--- src/b64d_pkg.sv ---
// shared types, constants and the character map of the base64url stream decoder
package b64d_pkg;

	localparam int unsigned QUEUE_DEPTH = 4;
	localparam logic APS_RESET = 1'b1;

	localparam logic [7:0] CH_UPPER_A = 8'h41;
	localparam logic [7:0] CH_UPPER_Z = 8'h5A;
	localparam logic [7:0] CH_LOWER_A = 8'h61;
	localparam logic [7:0] CH_LOWER_Z = 8'h7A;
	localparam logic [7:0] CH_DIGIT_0 = 8'h30;
	localparam logic [7:0] CH_DIGIT_9 = 8'h39;
	localparam logic [7:0] CH_MINUS = 8'h2D;
	localparam logic [7:0] CH_UNDERSCORE = 8'h5F;
	localparam logic [7:0] CH_PLUS = 8'h2B;
	localparam logic [7:0] CH_SLASH = 8'h2F;

	localparam logic [5:0] VAL_LOWER_BASE = 6'd26;
	localparam logic [5:0] VAL_DIGIT_BASE = 6'd52;
	localparam logic [5:0] VAL_62 = 6'd62;
	localparam logic [5:0] VAL_63 = 6'd63;

	typedef enum logic [1:0] {
		STATUS_OK       = 2'd0,
		STATUS_BAD_CHAR = 2'd1,
		STATUS_BAD_LEN  = 2'd2
	} status_t;

	typedef struct packed {
		logic       ok;
		logic [5:0] val;
	} map_t;

	// one queued item: an optional data byte and an optional closing result
	typedef struct packed {
		logic       has_byte;
		logic [7:0] data;
		logic       has_end;
		status_t    status;
	} rec_t;

	function automatic map_t map_char(input logic [7:0] ch, input logic aps);
		map_t m;
		m.ok = 1'b1;
		m.val = 6'd0;
		priority if (ch >= CH_UPPER_A && ch <= CH_UPPER_Z) begin
			m.val = 6'(ch - CH_UPPER_A);
		end else if (ch >= CH_LOWER_A && ch <= CH_LOWER_Z) begin
			m.val = 6'(ch - CH_LOWER_A) + VAL_LOWER_BASE;
		end else if (ch >= CH_DIGIT_0 && ch <= CH_DIGIT_9) begin
			m.val = 6'(ch - CH_DIGIT_0) + VAL_DIGIT_BASE;
		end else if (ch == CH_MINUS || (aps && ch == CH_PLUS)) begin
			m.val = VAL_62;
		end else if (ch == CH_UNDERSCORE || (aps && ch == CH_SLASH)) begin
			m.val = VAL_63;
		end else begin
			m.ok = 1'b0;
		end
		return m;
	endfunction

endpackage

--- src/base64url_stream_decoder.sv ---
// top level of the base64url stream decoder
// path: a result goes through the queue and then the output register; the closing
//   result that follows a data byte of the same character is offered after that byte
// throughput: one character per cycle unless stalled; the single output register
//   moves one result a cycle unless stalled, so a character's byte and close go in turn
// reset: arst_n clears the bit packing state, the queue and the output; plus/slash on
module base64url_stream_decoder #(
	parameter int unsigned QUEUE_DEPTH = b64d_pkg::QUEUE_DEPTH
) (
	input  logic       clk,
	input  logic       arst_n,
	input  logic       cfg_write_en,
	input  logic       cfg_write_data,
	input  logic       in_valid,
	output logic       in_stall,
	input  logic [7:0] in_char,
	input  logic       last_char,
	output logic       out_valid,
	input  logic       out_stall,
	output logic [7:0] out_byte,
	output logic       byte_valid,
	output logic       string_end,
	output logic [1:0] status
);

	logic           accept;
	logic           push;
	logic           pop;
	logic           full;
	logic           empty;
	b64d_pkg::rec_t push_rec;
	b64d_pkg::rec_t head_rec;

	assign in_stall = full;
	assign accept = in_valid & ~full;

	b64d_front u_front (
		.clk           (clk),
		.arst_n        (arst_n),
		.cfg_write_en  (cfg_write_en),
		.cfg_write_data(cfg_write_data),
		.accept        (accept),
		.in_char       (in_char),
		.last_char     (last_char),
		.push          (push),
		.push_rec      (push_rec)
	);

	b64d_queue #(
		.DEPTH(QUEUE_DEPTH)
	) u_queue (
		.clk     (clk),
		.arst_n  (arst_n),
		.push    (push),
		.push_rec(push_rec),
		.pop     (pop),
		.head_rec(head_rec),
		.full    (full),
		.empty   (empty)
	);

	b64d_back u_back (
		.clk       (clk),
		.arst_n    (arst_n),
		.head_rec  (head_rec),
		.empty     (empty),
		.pop       (pop),
		.out_stall (out_stall),
		.out_valid (out_valid),
		.out_byte  (out_byte),
		.byte_valid(byte_valid),
		.string_end(string_end),
		.status    (status)
	);

endmodule

--- src/b64d_front.sv ---
// front part: takes characters, maps them and packs bits into queue items
module b64d_front (
	input  logic              clk,
	input  logic              arst_n,
	input  logic              cfg_write_en,
	input  logic              cfg_write_data,
	input  logic              accept,
	input  logic [7:0]        in_char,
	input  logic              last_char,
	output logic              push,
	output b64d_pkg::rec_t    push_rec
);

	logic       aps_q;
	logic [5:0] lo_q;
	logic [1:0] pos_q;
	logic       err_q;

	b64d_pkg::map_t m;
	logic           err_next;
	logic           has_byte;
	logic [7:0]     data;
	logic [5:0]     lo_next;
	logic [1:0]     pos_next;

	always_comb begin
		m = b64d_pkg::map_char(in_char, aps_q);
		err_next = err_q | ~m.ok;
		data = 8'd0;
		lo_next = lo_q;
		unique case (pos_q)
			2'd0: begin
				lo_next = m.val;
			end
			2'd1: begin
				data = {lo_q, m.val[5:4]};
				lo_next = {2'b00, m.val[3:0]};
			end
			2'd2: begin
				data = {lo_q[3:0], m.val[5:2]};
				lo_next = {4'b0000, m.val[1:0]};
			end
			default: begin
				data = {lo_q[1:0], m.val};
				lo_next = 6'd0;
			end
		endcase
		has_byte = ~err_next && (pos_q != 2'd0);
		pos_next = pos_q + 2'd1;

		push_rec.has_byte = has_byte;
		push_rec.data = has_byte ? data : 8'd0;
		push_rec.has_end = last_char;
		// a bad character outranks a lone trailing character
		priority if (err_next) begin
			push_rec.status = b64d_pkg::STATUS_BAD_CHAR;
		end else if (pos_q == 2'd0) begin
			push_rec.status = b64d_pkg::STATUS_BAD_LEN;
		end else begin
			push_rec.status = b64d_pkg::STATUS_OK;
		end
		if (!last_char) begin
			push_rec.status = b64d_pkg::STATUS_OK;
		end
		push = accept && (has_byte || last_char);
	end

	always_ff @(posedge clk or negedge arst_n) begin
		if (!arst_n) begin
			aps_q <= b64d_pkg::APS_RESET;
		end else if (cfg_write_en) begin
			aps_q <= cfg_write_data;
		end
	end

	always_ff @(posedge clk or negedge arst_n) begin
		if (!arst_n) begin
			lo_q <= 6'd0;
			pos_q <= 2'd0;
			err_q <= 1'b0;
		end else if (accept) begin
			if (last_char) begin
				lo_q <= 6'd0;
				pos_q <= 2'd0;
				err_q <= 1'b0;
			end else begin
				lo_q <= err_next ? lo_q : lo_next;
				pos_q <= pos_next;
				err_q <= err_next;
			end
		end
	end

endmodule

--- src/b64d_queue.sv ---
// short register queue between the front and back parts
module b64d_queue #(
	parameter int unsigned DEPTH = b64d_pkg::QUEUE_DEPTH
) (
	input  logic           clk,
	input  logic           arst_n,
	input  logic           push,
	input  b64d_pkg::rec_t push_rec,
	input  logic           pop,
	output b64d_pkg::rec_t head_rec,
	output logic           full,
	output logic           empty
);

	localparam int unsigned AW = $clog2(DEPTH);
	localparam int unsigned CW = $clog2(DEPTH + 1);

	b64d_pkg::rec_t  entries_q [DEPTH];
	logic [AW-1:0]   wr_ptr_q;
	logic [AW-1:0]   rd_ptr_q;
	logic [CW-1:0]   count_q;

	assign full = (count_q == CW'(DEPTH));
	assign empty = (count_q == CW'(0));
	assign head_rec = entries_q[rd_ptr_q];

	always_ff @(posedge clk) begin
		if (push) begin
			entries_q[wr_ptr_q] <= push_rec;
		end
	end

	always_ff @(posedge clk or negedge arst_n) begin
		if (!arst_n) begin
			wr_ptr_q <= '0;
			rd_ptr_q <= '0;
			count_q <= '0;
		end else begin
			if (push) begin
				wr_ptr_q <= (wr_ptr_q == AW'(DEPTH - 1)) ? '0 : wr_ptr_q + AW'(1);
			end
			if (pop) begin
				rd_ptr_q <= (rd_ptr_q == AW'(DEPTH - 1)) ? '0 : rd_ptr_q + AW'(1);
			end
			if (push && !pop) begin
				count_q <= count_q + CW'(1);
			end else if (pop && !push) begin
				count_q <= count_q - CW'(1);
			end
		end
	end

endmodule

--- src/b64d_back.sv ---
// back part: turns queue items into data-byte and closing results
module b64d_back (
	input  logic           clk,
	input  logic           arst_n,
	input  b64d_pkg::rec_t head_rec,
	input  logic           empty,
	output logic           pop,
	input  logic           out_stall,
	output logic           out_valid,
	output logic [7:0]     out_byte,
	output logic           byte_valid,
	output logic           string_end,
	output logic [1:0]     status
);

	logic       out_valid_q;
	logic [7:0] out_byte_q;
	logic       byte_valid_q;
	logic       string_end_q;
	logic [1:0] status_q;
	logic       byte_done_q;

	logic out_free;
	logic load;
	logic send_byte;

	assign out_free = ~out_valid_q | ~out_stall;
	assign load = out_free & ~empty;
	// byte first, closing result on a later cycle
	assign send_byte = head_rec.has_byte & ~byte_done_q;
	assign pop = load & ~(send_byte & head_rec.has_end);

	always_ff @(posedge clk or negedge arst_n) begin
		if (!arst_n) begin
			out_valid_q <= 1'b0;
			byte_done_q <= 1'b0;
		end else begin
			if (out_free) begin
				out_valid_q <= ~empty;
			end
			if (load) begin
				byte_done_q <= send_byte & head_rec.has_end;
			end
		end
	end

	always_ff @(posedge clk) begin
		if (load) begin
			out_byte_q <= send_byte ? head_rec.data : 8'd0;
			byte_valid_q <= send_byte;
			string_end_q <= ~send_byte;
			status_q <= send_byte ? b64d_pkg::STATUS_OK : head_rec.status;
		end
	end

	assign out_valid = out_valid_q;
	assign out_byte = out_byte_q;
	assign byte_valid = byte_valid_q;
	assign string_end = string_end_q;
	assign status = status_q;

endmodule

--- config.mk ---
export PLATFORM = sky130hd
export DESIGN_NAME = base64url_stream_decoder
export DESIGN_NICKNAME = d
export VERILOG_FILES = /design/src/b64d_pkg.sv /design/src/base64url_stream_decoder.sv /design/src/b64d_front.sv /design/src/b64d_queue.sv /design/src/b64d_back.sv
export SDC_FILE = /design/constraint.sdc
export NUM_CORES = 1
export LEC_CHECK = 0
export BUFFER_PORTS_ARGS = -buffer_cell sky130_fd_sc_hd__buf_2
export CORE_MARGIN = 5
export CORE_UTILIZATION = 55
export CTS_BUF_LIST = sky130_fd_sc_hd__clkbuf_8
export DETAILED_ROUTE_END_ITERATION = 7
export HOLD_SLACK_MARGIN = 0.1
export PLACE_DENSITY_LB_ADDON = 0.3
export SLEW_MARGIN = 15
export SYNTH_ARGS = -nofsm -noshare
export SYNTH_HDL_FRONTEND = slang
export SYNTH_HIERARCHICAL = 1
export SYNTH_SLANG_ARGS = --single-unit
--- constraint.sdc ---
create_clock -name clk -period 3.6 [get_ports clk]
set_clock_uncertainty 0.05 [all_clocks]
set_input_delay 0.18 -clock clk [delete_from_list [all_inputs] [get_ports clk]]
set_output_delay 0.18 -clock clk [all_outputs]
set_load 0.03 [all_outputs]
==> flow_summary_export.csv <==
group,metric,value,unit
run_status,status,"complete, no violations",
power,p_per_area,656,mW/mm2
synthesis,yosysSeqAreaShare,55.8,%
detailed_routing,drt-total-wl,7440,um
cells_and_area,diodes,0,
clock_network,cts_tree,"done",
synthesis,synthArstFlopShare,24.1,%
synthesis,synthFlopType,"edfxtp_1",
grt,grtUsageMet3,4.46,%
timing,fin_crit_sh,82.8,%
clock_network,root_buffer,"clkbuf_8",
timing,tns,0,ns
clock_network,insertion_delay,0.35,ns
place,placedInstanceArea,0.00432,mm2
place,dp_hpwl,5490,um
synthesis,synth-seq-cells,79,
place,place_congestion,0.961,
timing,final_max_slew_viol_count,0,
timing,tightest_slew,0.695,ns
floorplan,core_area,0.00725,mm2
power,p_sw,1.04,mW
worst_setup_path,rrSetupSlack,0.64,ns
detailed_routing,drtPass1Iterations,5,
grt,grt-busiest-layer,"met2",
power,clockPowerShare,22.6,%
clock_network,cts_buffer_depth,2,
floorplan,die_h,96.2,um
clock_network,postCtsHoldBufs,5,
timing,period_needed,2.98,ns
detailed_routing,drc,0,
cells_and_area,drive_gt1_share,24.8,%
worst_setup_path,cpLargestDelayFamily,"compound AO/OA/AOI/OAI gates",
detailed_routing,initialDrtViolationCount,199,
synthesis,synth_commonest_cells,"edfxtp_1 (60), nand2_1 (20), ha_1 (19), inv_1 (19), dfrtp_1 (18)",
timing,slew-limit-headroom,53.7,%
floorplan,io_pins,29,
synthesis,netlist_area,0.00408,mm2
hold_path,hold_class,"input pin to register",
clock_network,clkSlewWorstSetupHoldPaths,0.08,ns
grt,antenna_found_initial,0,
worst_setup_path,cp_data_required_time,3.82,ns
clock_network,ctsResizeCount,0,
cells_and_area,final_net_count,377,
cells_and_area,area_growth,12.1,%
grt,grt_pass1_wl,12500,um
clock_network,cts_inserted_buffers,9,
grt,grt_max_degree,20,
grt,gr-total-overflow,0,
timing,fmax,0.335,GHz
grt,grt_pass1_vias,2596,
synthesis,yosysTopAreaCellShare,44.1,%
grt,grt_use_total,17.9,%
power,internal_power,1.97,mW
timing,setup_ws,0.619,ns
power,peakVddDrop,0.272,mV
detailed_routing,routedWlPerCell,16.7,um
cells_and_area,fin_area,0.00458,mm2
timing,hold_viol_final,0,
synthesis,yosys.cell_count.top_type,"edfxtp_1",
timing,setup_viol,0,
place,port_buffers,28,
worst_setup_path,critical_path.cell_chain,"buf_2, inv_1, ha_1, a21o_1, o211a_1, or3_4, a41oi_2, o21ai_2, a21oi_1, ha_1, inv_1, fa_1, xor2_1, nor2_1, xor2_1",
timing,rsz0062_at_grt,"no",
synthesis,yosys_warnings,6,
synthesis,syn-num-nets,337,
power,p_leak,1.78,nW
synthesis,avgSynthCellArea,13.5,um2
worst_setup_path,slowest_stage,"fa_1",
clock_network,htree_levels,3,
synthesis,synth.distinct_cells,65,
clock_network,post_cts_buffers,0,
floorplan,dieArea,0.00925,mm2
floorplan,rows,31,
place,place_ws,0.285,ns
worst_setup_path,crit_buf_inv,3,
worst_setup_path,worstPathArrival,3.20,ns
grt,grt_use_met2,29.0,%
synthesis,synth.largest_area_cell,"edfxtp_1",
worst_setup_path,path_class,"input pin to register",
power,comb_power_share,33.7,%
power,seq_power_share,43.7,%
floorplan,dieWidth,96.2,um
worst_setup_path,timing.critical_path.to_type,"register",
detailed_routing,vias,2536,
synthesis,synth.area.top_cells,"edfxtp_1 (44%), dfrtp_1 (11%), ha_1 (5.8%), mux4_2 (4.4%), mux4_1 (2.6%)",
clock_network,clock_sinks,79,
synthesis,synth_edf_count,60,
floorplan,initial_core_util,56.3,%
detailed_routing,vias_per_cell,5.69,
grt,use_met1,23.4,%
detailed_routing,ant_nets,0,
worst_setup_path,cp-start-kind,"input pin",
flow_run,maxCapViolCount,0,
worst_setup_path,worst-path-max-fanout,8,
synthesis,synthCells,302,
worst_setup_path,slowest_delay,0.37,ns
power,switching_share,34.5,%
==> cell families (layout without fill, tap and decap cells) <==
group,Yosys count,after routing,share of synthesized area [%]
AO/OA/AOI/OAI,63,63,12.0
XOR/XNOR,5,5,1.07
adder cells (fa/ha/maj),20,20,6.31
buffers and inverters,32,77,4.11
flip-flops,79,79,55.8
multiplexers,18,18,8.61
AND/OR/NAND/NOR,85,85,12.1
==> placed cells by master (no fill, tap or decap), types with 3 or more instances in the layout <==
cell           count
dlygate4sd3_1      5
o21ai_0           16
mux2_2             5
buf_4              9
o211a_1            3
edfxtp_1          60
a21oi_1            6
a211oi_1           4
clkbuf_8           9
o31ai_1            6
buf_2             28
ha_1              19
dfrtp_1           18
mux4_2             8
nor2b_1            6
and2_1            12
nand2_1           20
mux4_1             4
nand3_1            8
and3_1             3
xnor2_1            3
nor2_1            11
a221oi_1           3
nor3_1             5
inv_1             19
==> path summary, 6_finish.rpt <==
path / startpoint / end / cells past startpoint
worst max-delay path: in_char[2] / u_queue/count_q[2] / 15
worst min-delay path: in_valid / u_front/err_q / 3
worst max register to register: u_front/aps_q / u_queue/count_q[2] / 12
worst min register to register: u_front/lo_q[4] / u_front/lo_q[4] / 2
max in group asynchronous: arst_n / u_front/aps_q / 2
min in group asynchronous: arst_n / u_queue/rd_ptr_q[1] / 2
==> routing by layer <==
layer / part of all wire (%) / wire length (um)
met3: 4.1 / 307
met2: 49 / 3620
met4: 2.0 / 152
met5: 0 / 0
met1: 45 / 3360
==> worst min-delay path, stage by stage <==
cell and delay [ns]:
buf_2 0.09, nor2b_4 0.14, o21a_1 0.16
==> layout make-up <==
class	instances	area (um2)
fill	567	2680
sequential	79	2280
multi-input combinational	191	1640
timing repair buffer	42	258
clock buffer	9	124
tap	99	124
clock inverter	7	85.1
inverter	19	71.3
==> per-stage QoR <==
step                util, %  hold slack, ns  instances  total power [mW]
floorplan                 -          -0.166        302              2.13
global placement       59.5          0.0981        425              2.32
detailed placement     59.5          0.0979        425              2.36
CTS                    63.1           0.200        446              3.04
global route           63.1           0.208        446              3.20
finish                 63.1           0.214        446              3.00
==> flip-flops by register name, summed over array words and instances (netlist names), 2 cells and up <==
signal             count
u_back/out_byte        8
u_back/status          2
u_front/lo_q           6
u_front/pos_q          2
u_queue/count_q        3
u_queue/entries_q     48
u_queue/rd_ptr_q       2
u_queue/wr_ptr_q       2
==> power groups by stage <==
stage          clock network (mW)  registers, mW  logic, mW
3_3_place_gp                    0           1.33      0.994
3_5_place_dp                    0           1.34       1.02
2_1_floorplan                   0           1.45      0.683
6_report                    0.678           1.31       1.01
4_1_cts                     0.694           1.32       1.03
5_1_grt                     0.731           1.34       1.13
No activity file was read; power rests on OpenSTA's default activity.
